[src/rtl/wiesc_pkg.sv]
// Shared types and constants for the WLAN IE security classifier.
`timescale 1ns / 1ps

package wiesc_pkg;

  // Byte queue between the classifying front end and the parser
  localparam int QUEUE_DEPTH = 4;
  localparam int QPTR_W      = $clog2(QUEUE_DEPTH);
  localparam int QCNT_W      = $clog2(QUEUE_DEPTH + 1);

  // Element ids
  localparam logic [7:0] ID_RSN    = 8'd48;
  localparam logic [7:0] ID_VENDOR = 8'd221;
  localparam logic [7:0] MIN_LEN   = 8'd8;

  // Suite OUIs
  localparam logic [23:0] OUI_IEEE = 24'h000FAC;
  localparam logic [23:0] OUI_MSFT = 24'h0050F2;

  // AKM suite types
  localparam logic [7:0] AKM_8021X     = 8'd1;
  localparam logic [7:0] AKM_8021X_256 = 8'd5;
  localparam logic [7:0] AKM_SUITE_B   = 8'd11;
  localparam logic [7:0] AKM_SUITE_192 = 8'd12;
  localparam logic [7:0] AKM_SAE       = 8'd8;
  localparam logic [7:0] AKM_OWE       = 8'd18;

  // Flag bit positions
  localparam int F_WPA  = 0;
  localparam int F_WPA2 = 1;
  localparam int F_WPA3 = 2;
  localparam int F_OWE  = 3;
  localparam int F_EAP  = 4;
  localparam int FLAG_W = 5;

  // Fallback class codes
  localparam logic [1:0] FB_FLAGS = 2'd0;
  localparam logic [1:0] FB_WEP   = 2'd1;
  localparam logic [1:0] FB_OPEN  = 2'd2;

  // One byte with its precomputed classification
  typedef struct packed {
    logic [7:0] blob_byte;
    logic       last_byte;
    logic       privacy_bit;
    logic       id_rsn;
    logic       id_vendor;
    logic       len_short;
    logic       is_one;
    logic       akm_eap;
    logic       akm_wpa3;
    logic       akm_owe;
  } item_t;

endpackage

[src/rtl/wiesc_ifs.sv]
// Handshake interfaces for the IE byte stream and the classification result.
`timescale 1ns / 1ps

interface wiesc_byte_if;
  logic       valid;
  logic       ready;
  logic [7:0] blob_byte;
  logic       last_byte;
  logic       privacy_bit;

  modport source (output valid, blob_byte, last_byte, privacy_bit, input ready);
  modport sink (input valid, blob_byte, last_byte, privacy_bit, output ready);
endinterface

interface wiesc_result_if;
  logic       valid;
  logic       ready;
  logic       wpa_seen;
  logic       wpa2_seen;
  logic       wpa3_seen;
  logic       owe_seen;
  logic       enterprise_seen;
  logic [1:0] fallback_class;

  modport source (output valid, wpa_seen, wpa2_seen, wpa3_seen, owe_seen,
                  enterprise_seen, fallback_class, input ready);
  modport sink (input valid, wpa_seen, wpa2_seen, wpa3_seen, owe_seen,
                enterprise_seen, fallback_class, output ready);
endinterface

[src/rtl/wlan_ie_security_classifier.sv]
// Top level of the WLAN information-element security classifier.
// Throughput: one blob byte per cycle while the queue has room; the parser pops one queued
// byte a cycle, but holds a final byte while the previous result is still not taken.
// A 4-entry byte queue lets input and parser stall independently of each other.
// Reset: synchronous rst clears queue, parser state and result valid; no clearing pass.
`timescale 1ns / 1ps

module wlan_ie_security_classifier import wiesc_pkg::*; (
  input logic            clk,
  input logic            rst,
  wiesc_byte_if.sink     ie_stream,
  wiesc_result_if.source verdict
);

  logic  push;
  item_t push_item;
  logic  queue_full;
  logic  pop;
  logic  head_valid;
  item_t head_item;

  wiesc_front u_front (
    .ie_stream  (ie_stream),
    .queue_full (queue_full),
    .push       (push),
    .push_item  (push_item)
  );

  wiesc_queue u_queue (
    .clk        (clk),
    .rst        (rst),
    .push       (push),
    .push_item  (push_item),
    .pop        (pop),
    .full       (queue_full),
    .head_valid (head_valid),
    .head_item  (head_item)
  );

  wiesc_back u_back (
    .clk        (clk),
    .rst        (rst),
    .head_valid (head_valid),
    .head_item  (head_item),
    .pop        (pop),
    .verdict    (verdict)
  );

endmodule

[src/rtl/wiesc_front.sv]
// Front end: accepts IE bytes and tags each with its byte-level classification.
`timescale 1ns / 1ps

module wiesc_front import wiesc_pkg::*; (
  wiesc_byte_if.sink ie_stream,
  input  logic       queue_full,
  output logic       push,
  output item_t      push_item
);

  assign ie_stream.ready = !queue_full;
  assign push            = ie_stream.valid && !queue_full;

  // Classify the byte as a possible id, length or AKM suite type
  always_comb begin
    push_item.blob_byte   = ie_stream.blob_byte;
    push_item.last_byte   = ie_stream.last_byte;
    push_item.privacy_bit = ie_stream.privacy_bit;
    push_item.id_rsn      = ie_stream.blob_byte == ID_RSN;
    push_item.id_vendor   = ie_stream.blob_byte == ID_VENDOR;
    push_item.len_short   = ie_stream.blob_byte < MIN_LEN;
    push_item.is_one      = ie_stream.blob_byte == AKM_8021X;
    push_item.akm_eap     = ie_stream.blob_byte == AKM_8021X
                         || ie_stream.blob_byte == AKM_8021X_256
                         || ie_stream.blob_byte == AKM_SUITE_B
                         || ie_stream.blob_byte == AKM_SUITE_192;
    push_item.akm_wpa3    = ie_stream.blob_byte == AKM_SAE;
    push_item.akm_owe     = ie_stream.blob_byte == AKM_OWE;
  end

endmodule

[src/rtl/wiesc_queue.sv]
// Short FIFO of classified bytes between front end and parser.
`timescale 1ns / 1ps

module wiesc_queue import wiesc_pkg::*; (
  input  logic  clk,
  input  logic  rst,
  input  logic  push,
  input  item_t push_item,
  input  logic  pop,
  output logic  full,
  output logic  head_valid,
  output item_t head_item
);

  item_t              slots [QUEUE_DEPTH];
  logic [QPTR_W-1:0]  wr_ptr;
  logic [QPTR_W-1:0]  rd_ptr;
  logic [QCNT_W-1:0]  count;

  assign full       = count == QCNT_W'(QUEUE_DEPTH);
  assign head_valid = count != '0;
  assign head_item  = slots[rd_ptr];

  // Storage
  always_ff @(posedge clk) begin
    if (push) begin
      slots[wr_ptr] <= push_item;
    end
  end

  // Pointers and fill count
  always_ff @(posedge clk) begin
    if (rst) begin
      wr_ptr <= '0;
      rd_ptr <= '0;
      count  <= '0;
    end else begin
      if (push) begin
        wr_ptr <= (wr_ptr == QPTR_W'(QUEUE_DEPTH - 1)) ? '0 : wr_ptr + 1'b1;
      end
      if (pop) begin
        rd_ptr <= (rd_ptr == QPTR_W'(QUEUE_DEPTH - 1)) ? '0 : rd_ptr + 1'b1;
      end
      if (push && !pop) begin
        count <= count + 1'b1;
      end else if (pop && !push) begin
        count <= count - 1'b1;
      end
    end
  end

`ifndef ASSERT_OFF
  a_count_bound: assert property (@(posedge clk) disable iff (rst)
    count <= QCNT_W'(QUEUE_DEPTH))
    else $error("queue fill count beyond depth");

  a_no_pop_empty: assert property (@(posedge clk) disable iff (rst)
    pop |-> head_valid)
    else $error("pop from empty queue");
`endif

endmodule

[src/rtl/wiesc_back.sv]
// Back end: element walker, RSN/WPA suite classifier and result register.
`timescale 1ns / 1ps

module wiesc_back import wiesc_pkg::*; (
  input  logic  clk,
  input  logic  rst,
  input  logic  head_valid,
  input  item_t head_item,
  output logic  pop,
  wiesc_result_if.source verdict
);

  localparam logic [1:0] PH_ID   = 2'd0;
  localparam logic [1:0] PH_LEN  = 2'd1;
  localparam logic [1:0] PH_BODY = 2'd2;

  localparam logic [1:0] KIND_NONE   = 2'd0;
  localparam logic [1:0] KIND_RSN    = 2'd1;
  localparam logic [1:0] KIND_VENDOR = 2'd2;

  localparam logic [18:0] NO_COUNT = 19'h7FFFF;

  // Parser state
  logic [1:0]        phase, phase_next;
  logic [1:0]        kind, kind_next;
  logic [7:0]        length, length_next;
  logic [7:0]        offset, offset_next;
  logic [18:0]       sco, sco_next;
  logic [15:0]       remaining, remaining_next;
  logic [23:0]       suite, suite_next;
  logic [FLAG_W-1:0] committed, committed_next;
  logic [FLAG_W-1:0] pending, pending_next;
  logic              reached, reached_next;

  // Result register
  logic              out_valid;
  logic [FLAG_W-1:0] out_flags;
  logic [1:0]        out_class;

  // Combinational helpers
  logic [7:0]        b;
  logic [7:0]        cnt_at;
  logic [15:0]       suite_cnt;
  logic [1:0]        k;
  logic [FLAG_W-1:0] merged;
  logic              do_commit;

  assign b   = head_item.blob_byte;
  assign pop = head_valid && (!head_item.last_byte || !out_valid || verdict.ready);

  // Element walk and suite decode for one byte
  always_comb begin
    phase_next     = phase;
    kind_next      = kind;
    length_next    = length;
    offset_next    = offset;
    sco_next       = sco;
    remaining_next = remaining;
    suite_next     = suite;
    pending_next   = pending;
    reached_next   = reached;
    do_commit      = 1'b0;
    cnt_at         = (kind == KIND_RSN) ? 8'd6 : 8'd10;
    suite_cnt      = {b, remaining[7:0]};
    k              = offset[1:0] - sco[1:0] - 2'd2;

    case (phase)
      PH_ID: begin
        if (head_item.id_rsn) begin
          kind_next = KIND_RSN;
        end else if (head_item.id_vendor) begin
          kind_next = KIND_VENDOR;
        end else begin
          kind_next = KIND_NONE;
        end
        phase_next = PH_LEN;
      end
      PH_LEN: begin
        length_next    = b;
        offset_next    = '0;
        reached_next   = 1'b0;
        remaining_next = '0;
        suite_next     = '0;
        sco_next       = NO_COUNT;
        if (head_item.len_short) begin
          kind_next = KIND_NONE;
        end
        pending_next = '0;
        if (kind == KIND_RSN && !head_item.len_short) begin
          pending_next[F_WPA2] = 1'b1;
        end
        if (b == 8'd0) begin
          do_commit  = 1'b1;
          phase_next = PH_ID;
        end else begin
          phase_next = PH_BODY;
        end
      end
      default: begin
        if (kind != KIND_NONE) begin
          if (kind == KIND_VENDOR && offset < 8'd4) begin
            // Vendor OUI and type
            if (offset < 8'd3) begin
              suite_next = {suite[15:0], b};
            end else if (suite == OUI_MSFT && head_item.is_one) begin
              pending_next[F_WPA] = 1'b1;
            end else begin
              kind_next = KIND_NONE;
            end
          end else if (offset == cnt_at) begin
            remaining_next = {8'd0, b};
          end else if (offset == cnt_at + 8'd1) begin
            // Pairwise count known: locate the AKM count
            sco_next       = 19'(cnt_at) + 19'd2 + {1'b0, suite_cnt, 2'b00};
            remaining_next = '0;
          end else if (sco != NO_COUNT && {11'd0, offset} >= sco) begin
            if ({11'd0, offset} == sco) begin
              remaining_next = {8'd0, b};
            end else if ({12'd0, offset} == {1'b0, sco} + 20'd1) begin
              remaining_next = suite_cnt;
              if (kind == KIND_RSN) begin
                reached_next = 1'b1;
              end
            end else if (k == 2'd0) begin
              suite_next = {16'd0, b};
            end else if (k != 2'd3) begin
              suite_next = {suite[15:0], b};
            end else if (remaining != '0) begin
              // AKM suite type byte
              remaining_next = remaining - 1'b1;
              if (kind == KIND_RSN) begin
                if (suite == OUI_IEEE) begin
                  if (head_item.akm_eap) begin
                    pending_next[F_EAP] = 1'b1;
                  end else if (head_item.akm_wpa3) begin
                    pending_next[F_WPA3] = 1'b1;
                  end else if (head_item.akm_owe) begin
                    pending_next[F_OWE] = 1'b1;
                  end
                end
              end else if (suite == OUI_MSFT && head_item.is_one) begin
                pending_next[F_EAP] = 1'b1;
              end
            end
          end
        end
        offset_next = offset + 8'd1;
        if (offset_next >= length) begin
          do_commit  = 1'b1;
          phase_next = PH_ID;
        end
      end
    endcase

    // Element complete: fold its flags in; OWE overrides WPA2 once an RSN AKM list is reached
    merged = committed | pending_next;
    if (reached_next && merged[F_OWE]) begin
      merged[F_WPA2] = 1'b0;
    end
    committed_next = do_commit ? merged : committed;
  end

  // Parser registers; the last byte returns everything to reset
  always_ff @(posedge clk) begin
    if (rst || (pop && head_item.last_byte)) begin
      phase     <= PH_ID;
      kind      <= KIND_NONE;
      length    <= '0;
      offset    <= '0;
      sco       <= '0;
      remaining <= '0;
      suite     <= '0;
      committed <= '0;
      pending   <= '0;
      reached   <= 1'b0;
    end else if (pop) begin
      phase     <= phase_next;
      kind      <= kind_next;
      length    <= length_next;
      offset    <= offset_next;
      sco       <= sco_next;
      remaining <= remaining_next;
      suite     <= suite_next;
      committed <= committed_next;
      pending   <= pending_next;
      reached   <= reached_next;
    end
  end

  // Result register
  always_ff @(posedge clk) begin
    if (rst) begin
      out_valid <= 1'b0;
    end else if (pop && head_item.last_byte) begin
      out_valid <= 1'b1;
    end else if (verdict.ready) begin
      out_valid <= 1'b0;
    end
  end

  always_ff @(posedge clk) begin
    if (pop && head_item.last_byte) begin
      out_flags <= committed_next;
      if (committed_next != '0) begin
        out_class <= FB_FLAGS;
      end else if (head_item.privacy_bit) begin
        out_class <= FB_WEP;
      end else begin
        out_class <= FB_OPEN;
      end
    end
  end

  assign verdict.valid           = out_valid;
  assign verdict.wpa_seen        = out_flags[F_WPA];
  assign verdict.wpa2_seen       = out_flags[F_WPA2];
  assign verdict.wpa3_seen       = out_flags[F_WPA3];
  assign verdict.owe_seen        = out_flags[F_OWE];
  assign verdict.enterprise_seen = out_flags[F_EAP];
  assign verdict.fallback_class  = out_class;

`ifndef ASSERT_OFF
  a_last_restarts: assert property (@(posedge clk) disable iff (rst)
    pop && head_item.last_byte |=> phase == PH_ID && committed == '0)
    else $error("parser not restarted after final byte");

  a_result_source: assert property (@(posedge clk) disable iff (rst)
    $rose(out_valid) |-> $past(pop && head_item.last_byte))
    else $error("result raised without a final byte");

  a_no_overwrite: assert property (@(posedge clk) disable iff (rst)
    out_valid && !verdict.ready |-> !(pop && head_item.last_byte))
    else $error("pending result overwritten");
`endif

endmodule

[src/flat_wrapper.sv]
// flat-port wrapper written by rule: the top's interface ports become plain ports
module wlan_ie_security_classifier_flat import wiesc_pkg::*;
  (clk, rst, ie_stream_valid, ie_stream_blob_byte, ie_stream_last_byte, ie_stream_privacy_bit, ie_stream_ready, verdict_valid, verdict_wpa_seen, verdict_wpa2_seen, verdict_wpa3_seen, verdict_owe_seen, verdict_enterprise_seen, verdict_fallback_class, verdict_ready);
  wiesc_byte_if ie_stream_i ();
  wiesc_result_if verdict_i ();
  input logic clk;
  input logic rst;
  input wire logic [$bits(ie_stream_i.valid)-1:0] ie_stream_valid;
  input wire logic [$bits(ie_stream_i.blob_byte)-1:0] ie_stream_blob_byte;
  input wire logic [$bits(ie_stream_i.last_byte)-1:0] ie_stream_last_byte;
  input wire logic [$bits(ie_stream_i.privacy_bit)-1:0] ie_stream_privacy_bit;
  output wire logic [$bits(ie_stream_i.ready)-1:0] ie_stream_ready;
  output wire logic [$bits(verdict_i.valid)-1:0] verdict_valid;
  output wire logic [$bits(verdict_i.wpa_seen)-1:0] verdict_wpa_seen;
  output wire logic [$bits(verdict_i.wpa2_seen)-1:0] verdict_wpa2_seen;
  output wire logic [$bits(verdict_i.wpa3_seen)-1:0] verdict_wpa3_seen;
  output wire logic [$bits(verdict_i.owe_seen)-1:0] verdict_owe_seen;
  output wire logic [$bits(verdict_i.enterprise_seen)-1:0] verdict_enterprise_seen;
  output wire logic [$bits(verdict_i.fallback_class)-1:0] verdict_fallback_class;
  input wire logic [$bits(verdict_i.ready)-1:0] verdict_ready;
  assign ie_stream_i.valid = ie_stream_valid;
  assign ie_stream_i.blob_byte = ie_stream_blob_byte;
  assign ie_stream_i.last_byte = ie_stream_last_byte;
  assign ie_stream_i.privacy_bit = ie_stream_privacy_bit;
  assign ie_stream_ready = ie_stream_i.ready;
  assign verdict_valid = verdict_i.valid;
  assign verdict_wpa_seen = verdict_i.wpa_seen;
  assign verdict_wpa2_seen = verdict_i.wpa2_seen;
  assign verdict_wpa3_seen = verdict_i.wpa3_seen;
  assign verdict_owe_seen = verdict_i.owe_seen;
  assign verdict_enterprise_seen = verdict_i.enterprise_seen;
  assign verdict_fallback_class = verdict_i.fallback_class;
  assign verdict_i.ready = verdict_ready;
  wlan_ie_security_classifier u_core (.clk(clk), .rst(rst), .ie_stream(ie_stream_i), .verdict(verdict_i));
endmodule
[config.mk]
export PLATFORM = sky130hd
export DESIGN_NAME = wlan_ie_security_classifier_flat
export DESIGN_NICKNAME = d
export VERILOG_FILES = /design/src/rtl/wiesc_pkg.sv /design/src/rtl/wiesc_ifs.sv /design/src/rtl/wlan_ie_security_classifier.sv /design/src/rtl/wiesc_front.sv /design/src/rtl/wiesc_queue.sv /design/src/rtl/wiesc_back.sv /design/src/flat_wrapper.sv
export SDC_FILE = /design/constraint.sdc
export NUM_CORES = 1
export LEC_CHECK = 0
export BUFFER_PORTS_ARGS = -buffer_cell sky130_fd_sc_hd__buf_4
export CAP_MARGIN = 20
export CORE_MARGIN = 4
export CORE_UTILIZATION = 55
export CTS_CLUSTER_SIZE = 16
export DETAILED_ROUTE_END_ITERATION = 8
export GPL_ROUTABILITY_DRIVEN = 0
export PLACE_DENSITY = 0.72
export SLEW_MARGIN = 30
export SYNTH_ARGS = -nofsm -noshare
export SYNTH_HDL_FRONTEND = slang
export SYNTH_HIERARCHICAL = 1
export SYNTH_SLANG_ARGS = --single-unit
[constraint.sdc]
create_clock -name clk -period 4.95 [get_ports clk]
set_clock_uncertainty 0.05 [all_clocks]
set_input_delay 0.2475 -clock clk [delete_from_list [all_inputs] [get_ports clk]]
set_output_delay 0.2475 -clock clk [all_outputs]
set_load 0.02 [all_outputs]
==> out/metrics.csv, run 1 <==
metric,value,unit
cts_tree,done,
clkSinkCount,174,
initial_core_util,56.9,%
netlist_area,9180,um2
ctsResizeCount,0,
clockBufferDepth,2,
hold_violations,0,
yosysTopAreaCell,edfxtp_1,
synth_edf_count,75,
postRouteAntennaNets,0,
maxCapViolCount,0,
fmax,263,MHz
slew_headroom,34.9,%
synth_area_leaders,"edfxtp_1 25%, dfxtp_1 22%, nand2_1 4.3%",
synthArstFlopShare,0,%
p_leak,0.00354,uW
tns,0,ns
cts_made_buffers,17,
status,finished clean,
grt_usage,23.5,%
hpwlAfterDp,14500,um
clock_latency,0.43,ns
antenna_found_initial,0,
drive_above_1_share,11.5,%
cts_root_buf,clkbuf_16,
slew_violations,0,
synth_top_area_share,24.5,%
cts.clk_slew.worst_paths,0.07,ns
grt_pass1_wl,34400,um
startpoint_type,flip-flop,
synth-seq-cells,174,
syn_avg_cell_area,10.1,um2
finalSetupViolations,0,
num_rows,46,
final.fill_count,1341,
total_power,5640,uW
endpoint_kind,flip-flop,
worstMarginPinSlew,0.968,ns
drcViolationCount,0,
routedWlPerCell,18.3,um
seq_area_frac_synth,46.1,%
ir_drop,0.000342,V
netlist-cell-type-count,85,
die_h,137,um
area_growth,9.15,%
vias_per_cell,6.06,
critical_path_required,5.16,ns
n_antenna_cell,0,
rsz0062_at_grt,false,
grt-ovfl-total,0,
cp.arrival,4.01,ns
num_vias,6894,
dieArea,18800,um2
synth_cells,911,
wl,20800,um
ys_warn_count,6,
drtIter0Drc,574,
h-tree-depth,4,
ioPinCount,23,
hold_path.class,in -> reg,
powerDensity,563,nW/um2
fp.coreArea,16100,um2
fin_crit_sh,76.7,%
worstPathMaxFanout,9,
ys_top_cells_by_count,"104 x nand2_1, 99 x dfxtp_1, 75 x edfxtp_1",
worstSetupPathType,reg -> reg,
synth_top_flop_cell,dfxtp_1,
portBuffers,22,
grt_max_degree,43,
min_period,3.80,ns
synth.most_common_cell,nand2_1,
final_nets,955,
synth_nets,958,
dieWidth,137,um
detail_route.first_pass.iterations,5,
grt_pass1_vias,6626,
## path summary, 6_finish.rpt
path                                        startpoint                                               endpoint  slack [ns]  depth (start not counted)
hold reg to reg   u_core/u_back/length[1]$_SDFFE_PP0P_                   u_core/u_back/length[1]$_SDFFE_PP0P_        0.41                          2
setup / recovery  u_core/u_back/offset[1]$_SDFFE_PP0P_  u_core/u_back/verdict.fallback_class[1]$_SDFFCE_PP0P_        1.15                         13
hold / removal                                     rst               u_core/u_back/verdict.valid$_SDFFE_PP0P_        0.01                          2
setup reg to reg  u_core/u_back/offset[1]$_SDFFE_PP0P_  u_core/u_back/verdict.fallback_class[1]$_SDFFCE_PP0P_        1.15                         13
## cells in the final DEF, fill, tap and decap left out, types with 27 or more instances in the layout
cell type,synthesis,final
a21oi_1,33,33
buf_4,11,35
dfxtp_1,99,99
edfxtp_1,75,75
ha_1,31,31
inv_1,44,44
nand2_1,104,104
nand3_1,27,27
nor2_1,73,72
o21ai_0,28,28
## power breakdown
part           internal (uW)  switching [uW]  total [uW]
logic                   1000            1520        2530
registers               1690             159        1850
clock network            685             578        1260
## flip-flops by register name, indices dropped and copies added (netlist names), 3 cells and up, named ones only
register and cells:
u_core/u_back/suite 24, u_core/u_back/committed 5, u_core/u_back/length 8, u_core/u_back/sco 18, u_core/u_queue/slots 68, u_core/u_queue/count 3, u_core/u_back/remaining 16, u_core/u_back/out_flags 5
u_core/u_back/offset 8, u_core/u_back/pending 5
## area by class of cell
| type | count | area (um2) | area share (%) |
|---|---|---|---|
| Multi-Input combinational cell | 629 | 4450 | 44.5 |
| Sequential cell | 174 | 4230 | 42.3 |
| Clock buffer | 21 | 460 | 4.60 |
| Timing Repair Buffer | 42 | 333 | 3.32 |
| Tap cell | 216 | 270 | 2.70 |
| Inverter | 44 | 165 | 1.65 |
| Clock inverter | 11 | 100 | 0.999 |
## kinds of logic after synthesis
kind of cell    Yosys count  share of synthesized area (%)
fa+ha+maj                33                           4.66
simple gates            336                           18.8
compound gates          177                           13.8
mux                      42                           7.23
xor+xnor                 41                           3.91
buf+inv                 108                           5.45
flops                   174                           46.1
## layer usage
| layer | routed length [um] | global-route usage (%) | up-vias |
|---|---|---|---|
| li1 | - | - | 3335 |
| met1 | 8990 | 30.3 | 3329 |
| met2 | 10400 | 39.5 | 198 |
| met3 | 1110 | 4.97 | 32 |
| met4 | 386 | 7.93 | 0 |
| met5 | 0 | 0 | - |
## critical path, cell delays in order, from the launching register on
cell	delay, ns
dfxtp_1	0.46
ha_1	0.40
nand3_1	0.16
nor2_1	0.16
xor2_1	0.10
ha_1	0.21
or4b_1	0.49
a21oi_1	0.12
o21ai_0	0.17
and2_0	0.27
and3_1	0.20
a311o_1	0.36
a211o_1	0.30
nor4_1	0.16
## repair_timing
action | CTS | global route
buffers inserted | 0 | 0
hold endpoints to repair | 28 | 0
hold buffers | 7 | 0
## metrics by stage
step,std cells,setup WS [ns],utilization [%],hold WS (ns),area (um2)
after floorplan,911,1.51,-,0.267,9180
after global placement,1097,1.28,58.2,0.393,9370
after detailed placement,1097,1.21,58.2,0.397,9380
after CTS,1136,1.17,62.1,0.00796,10000
after global routing,1137,0.785,62.2,0.0166,10000
final,1137,1.15,62.2,0.0150,10000
Power figures use the tool's default switching activity.
==> run 2: changes to the inputs <==
clock period = 3.9 ns   (was 4.95 ns; I/O delays follow)
==> run 2 against run 1 <==
Against the previous run:
- hold slack better by 0.0056 ns
- clock power is 40% higher
- first-iteration DRC count is 4.0% lower
- non-clock buffer count is 23 higher
- count of clock-buffer cells in the layout is 2 lower
- cell area is 2.5% higher
- register-to-register slack worse by 0.84 ns
- highest routed layer unchanged
==> out/metrics.csv, run 2 (synthesized netlist as in run 1, its figures left out) <==
metric,value,unit,change
status,finished clean,,unchanged
hpwlAfterDp,14800,um,was 14500 um
p_clk_share,23.7,%,was 22.4%
r2r_slack,0.32,ns,was 1.15 ns
reg.largest.list,"u_core/u_queue/slots: 68 flops, u_core/u_back/suite: 24 flops, u_core/u_back/sco: 18 flops",,unchanged
wl,21600,um,was 20800 um
finalSetupViolations,0,,unchanged
critical_path_required,4.11,ns,was 5.16 ns
hold_path.class,in -> reg,,unchanged
num_vias,7014,,was 6894
switchingPower,2980,uW,was 2260 uW
slew_headroom,39.5,%,was 34.9%
grt_usage,24.2,%,was 23.5%
combPwrFrac,44.6,%,was 44.8%
drtIter0Drc,551,,was 574
layout_common_cells,"104 x nand2_1, 99 x dfxtp_1, 75 x edfxtp_1, 71 x nor2_1, 54 x buf_4",,"was 104 x nand2_1, 99 x dfxtp_1, 75 x edfxtp_1, 72 x nor2_1, 44 x inv_1"
initial_core_util,56.9,%,unchanged
postRouteAntennaNets,0,,unchanged
grt_pass1_vias,6755,,was 6626
worstMarginPinSlew,0.907,ns,was 0.968 ns
grt-ovfl-total,0,,unchanged
cts_made_buffers,17,,unchanged
area_growth,11.8,%,was 9.15%
vias_per_cell,6.05,,was 6.06
worstSetupPathType,reg -> reg,,unchanged
antenna_found_initial,0,,unchanged
portBuffers,22,,unchanged
worstPathMaxFanout,7,,was 9
ir_drop,0.000407,V,was 0.000342 V
dieArea,18800,um2,unchanged
dieWidth,137,um,unchanged
hold_violations,0,,unchanged
drcViolationCount,0,,unchanged
p_leak,0.00369,uW,was 0.00354 uW
clkSinkCount,174,,unchanged
ctsResizeCount,0,,unchanged
layout.cells.most_common,nand2_1,,unchanged
n_antenna_cell,0,,unchanged
routedWlPerCell,18.6,um,was 18.3 um
power_frac_seq,31.7,%,was 32.8%
tns,0,ns,unchanged
clock_latency,0.43,ns,about the same
fmax,279,MHz,was 263 MHz
cts.clk_slew.worst_paths,0.07,ns,about the same
fin_crit_sh,91.9,%,was 76.7%
grt_max_degree,36,,was 43
rsz0062_at_grt,false,,unchanged
die_h,137,um,unchanged
fp.coreArea,16100,um2,unchanged
min_period,3.58,ns,was 3.80 ns
cts_tree,done,,unchanged
grt_pass1_wl,35500,um,was 34400 um
h-tree-depth,4,,unchanged
ioPinCount,23,,unchanged
regMostFlops,u_core/u_queue/slots,,unchanged
cp.arrival,3.79,ns,was 4.01 ns
num_rows,46,,unchanged
p_sw_share,40.1,%,about the same
clockBufferDepth,2,,unchanged
endpoint_kind,flip-flop,,unchanged
drive_above_1_share,13.6,%,was 11.5%
powerDensity,723,nW/um2,was 563 nW/um2
detail_route.first_pass.iterations,5,,unchanged
p_int,4450,uW,was 3380 uW
slew_violations,0,,unchanged
largest_reg_flops,68,,unchanged
final.fill_count,1286,,was 1341
cts_root_buf,clkbuf_16,,unchanged
maxCapViolCount,0,,unchanged
startpoint_type,flip-flop,,unchanged
fin_hold_ws,0.0206,ns,was 0.0150 ns
final_nets,978,,was 955
-- run 2: area by class of cell --
class                           instances  area, um2  area share, %
Inverter                               44        165           1.61
Clock buffer                           19        475           4.63
Timing Repair Buffer                   65        515           5.02
Tap cell                              216        270           2.63
Clock inverter                         13        153           1.49
Multi-Input combinational cell        629       4450           43.4
Sequential cell                       174       4230           41.2
-- run 2: final timing paths --
| kind | startpoint | to | cells after the start |
|---|---|---|---|
| max | u_core/u_back/offset[1]$_SDFFE_PP0P_ | u_core/u_back/verdict.fallback_class[0]$_SDFFCE_PP0P_ | 13 |
| min | verdict_ready | u_core/u_back/verdict.valid$_SDFFE_PP0P_ | 4 |
| max reg2reg | u_core/u_back/offset[1]$_SDFFE_PP0P_ | u_core/u_back/verdict.fallback_class[0]$_SDFFCE_PP0P_ | 13 |
| min reg2reg | u_core/u_back/length[5]$_SDFFE_PP0P_ | u_core/u_back/length[5]$_SDFFE_PP0P_ | 2 |
-- run 2: power groups by stage --
stage / Combinational (uW) / Sequential [uW] / Clock, uW
floorplan: 2460 / 2330 / 0
global placement: 3210 / 2390 / 0
detailed placement: 3250 / 2390 / 0
CTS: 3280 / 2350 / 1780
global route: 3630 / 2380 / 1870
finish: 3310 / 2350 / 1760
-- run 2: repair_timing --
| action | in CTS | in global routing |
|---|---|---|
| hold endpoints to repair | 48 | 0 |
| buffers inserted | 0 | 0 |
| hold buffers | 11 | 0 |
-- run 2: stage by stage --
stage | util (%) | setup slack (ns) | std cells | area [um2] | power [uW]
2_1_floorplan | - | 0.458 | 911 | 9180 | 4790
3_3_place_gp | 59.1 | 0.448 | 1117 | 9520 | 5590
3_5_place_dp | 59.1 | 0.342 | 1117 | 9530 | 5640
4_1_cts | 63.7 | 0.323 | 1160 | 10300 | 7410
5_1_grt | 63.7 | 0.0510 | 1160 | 10300 | 7880
6_report | 63.7 | 0.316 | 1160 | 10300 | 7420
-- run 2: critical path, stage by stage (launching register included) --
cell	delay, ns
dfxtp_1	0.45
ha_1	0.22
nand3_1	0.12
nor2_1	0.17
xor2_1	0.11
ha_1	0.21
or4b_1	0.51
a21oi_1	0.12
o21ai_0	0.16
and2_0	0.27
and3_1	0.21
a311o_1	0.35
a211o_1	0.30
nor4_1	0.17
-- run 2: routing by layer --
metal	vias up	track usage [%]	wire [um]
met4	0	9.42	615
li1	3387	-	-
met3	40	4.86	1050
met2	211	39.4	10600
met1	3376	31.9	9320
met5	-	0	0
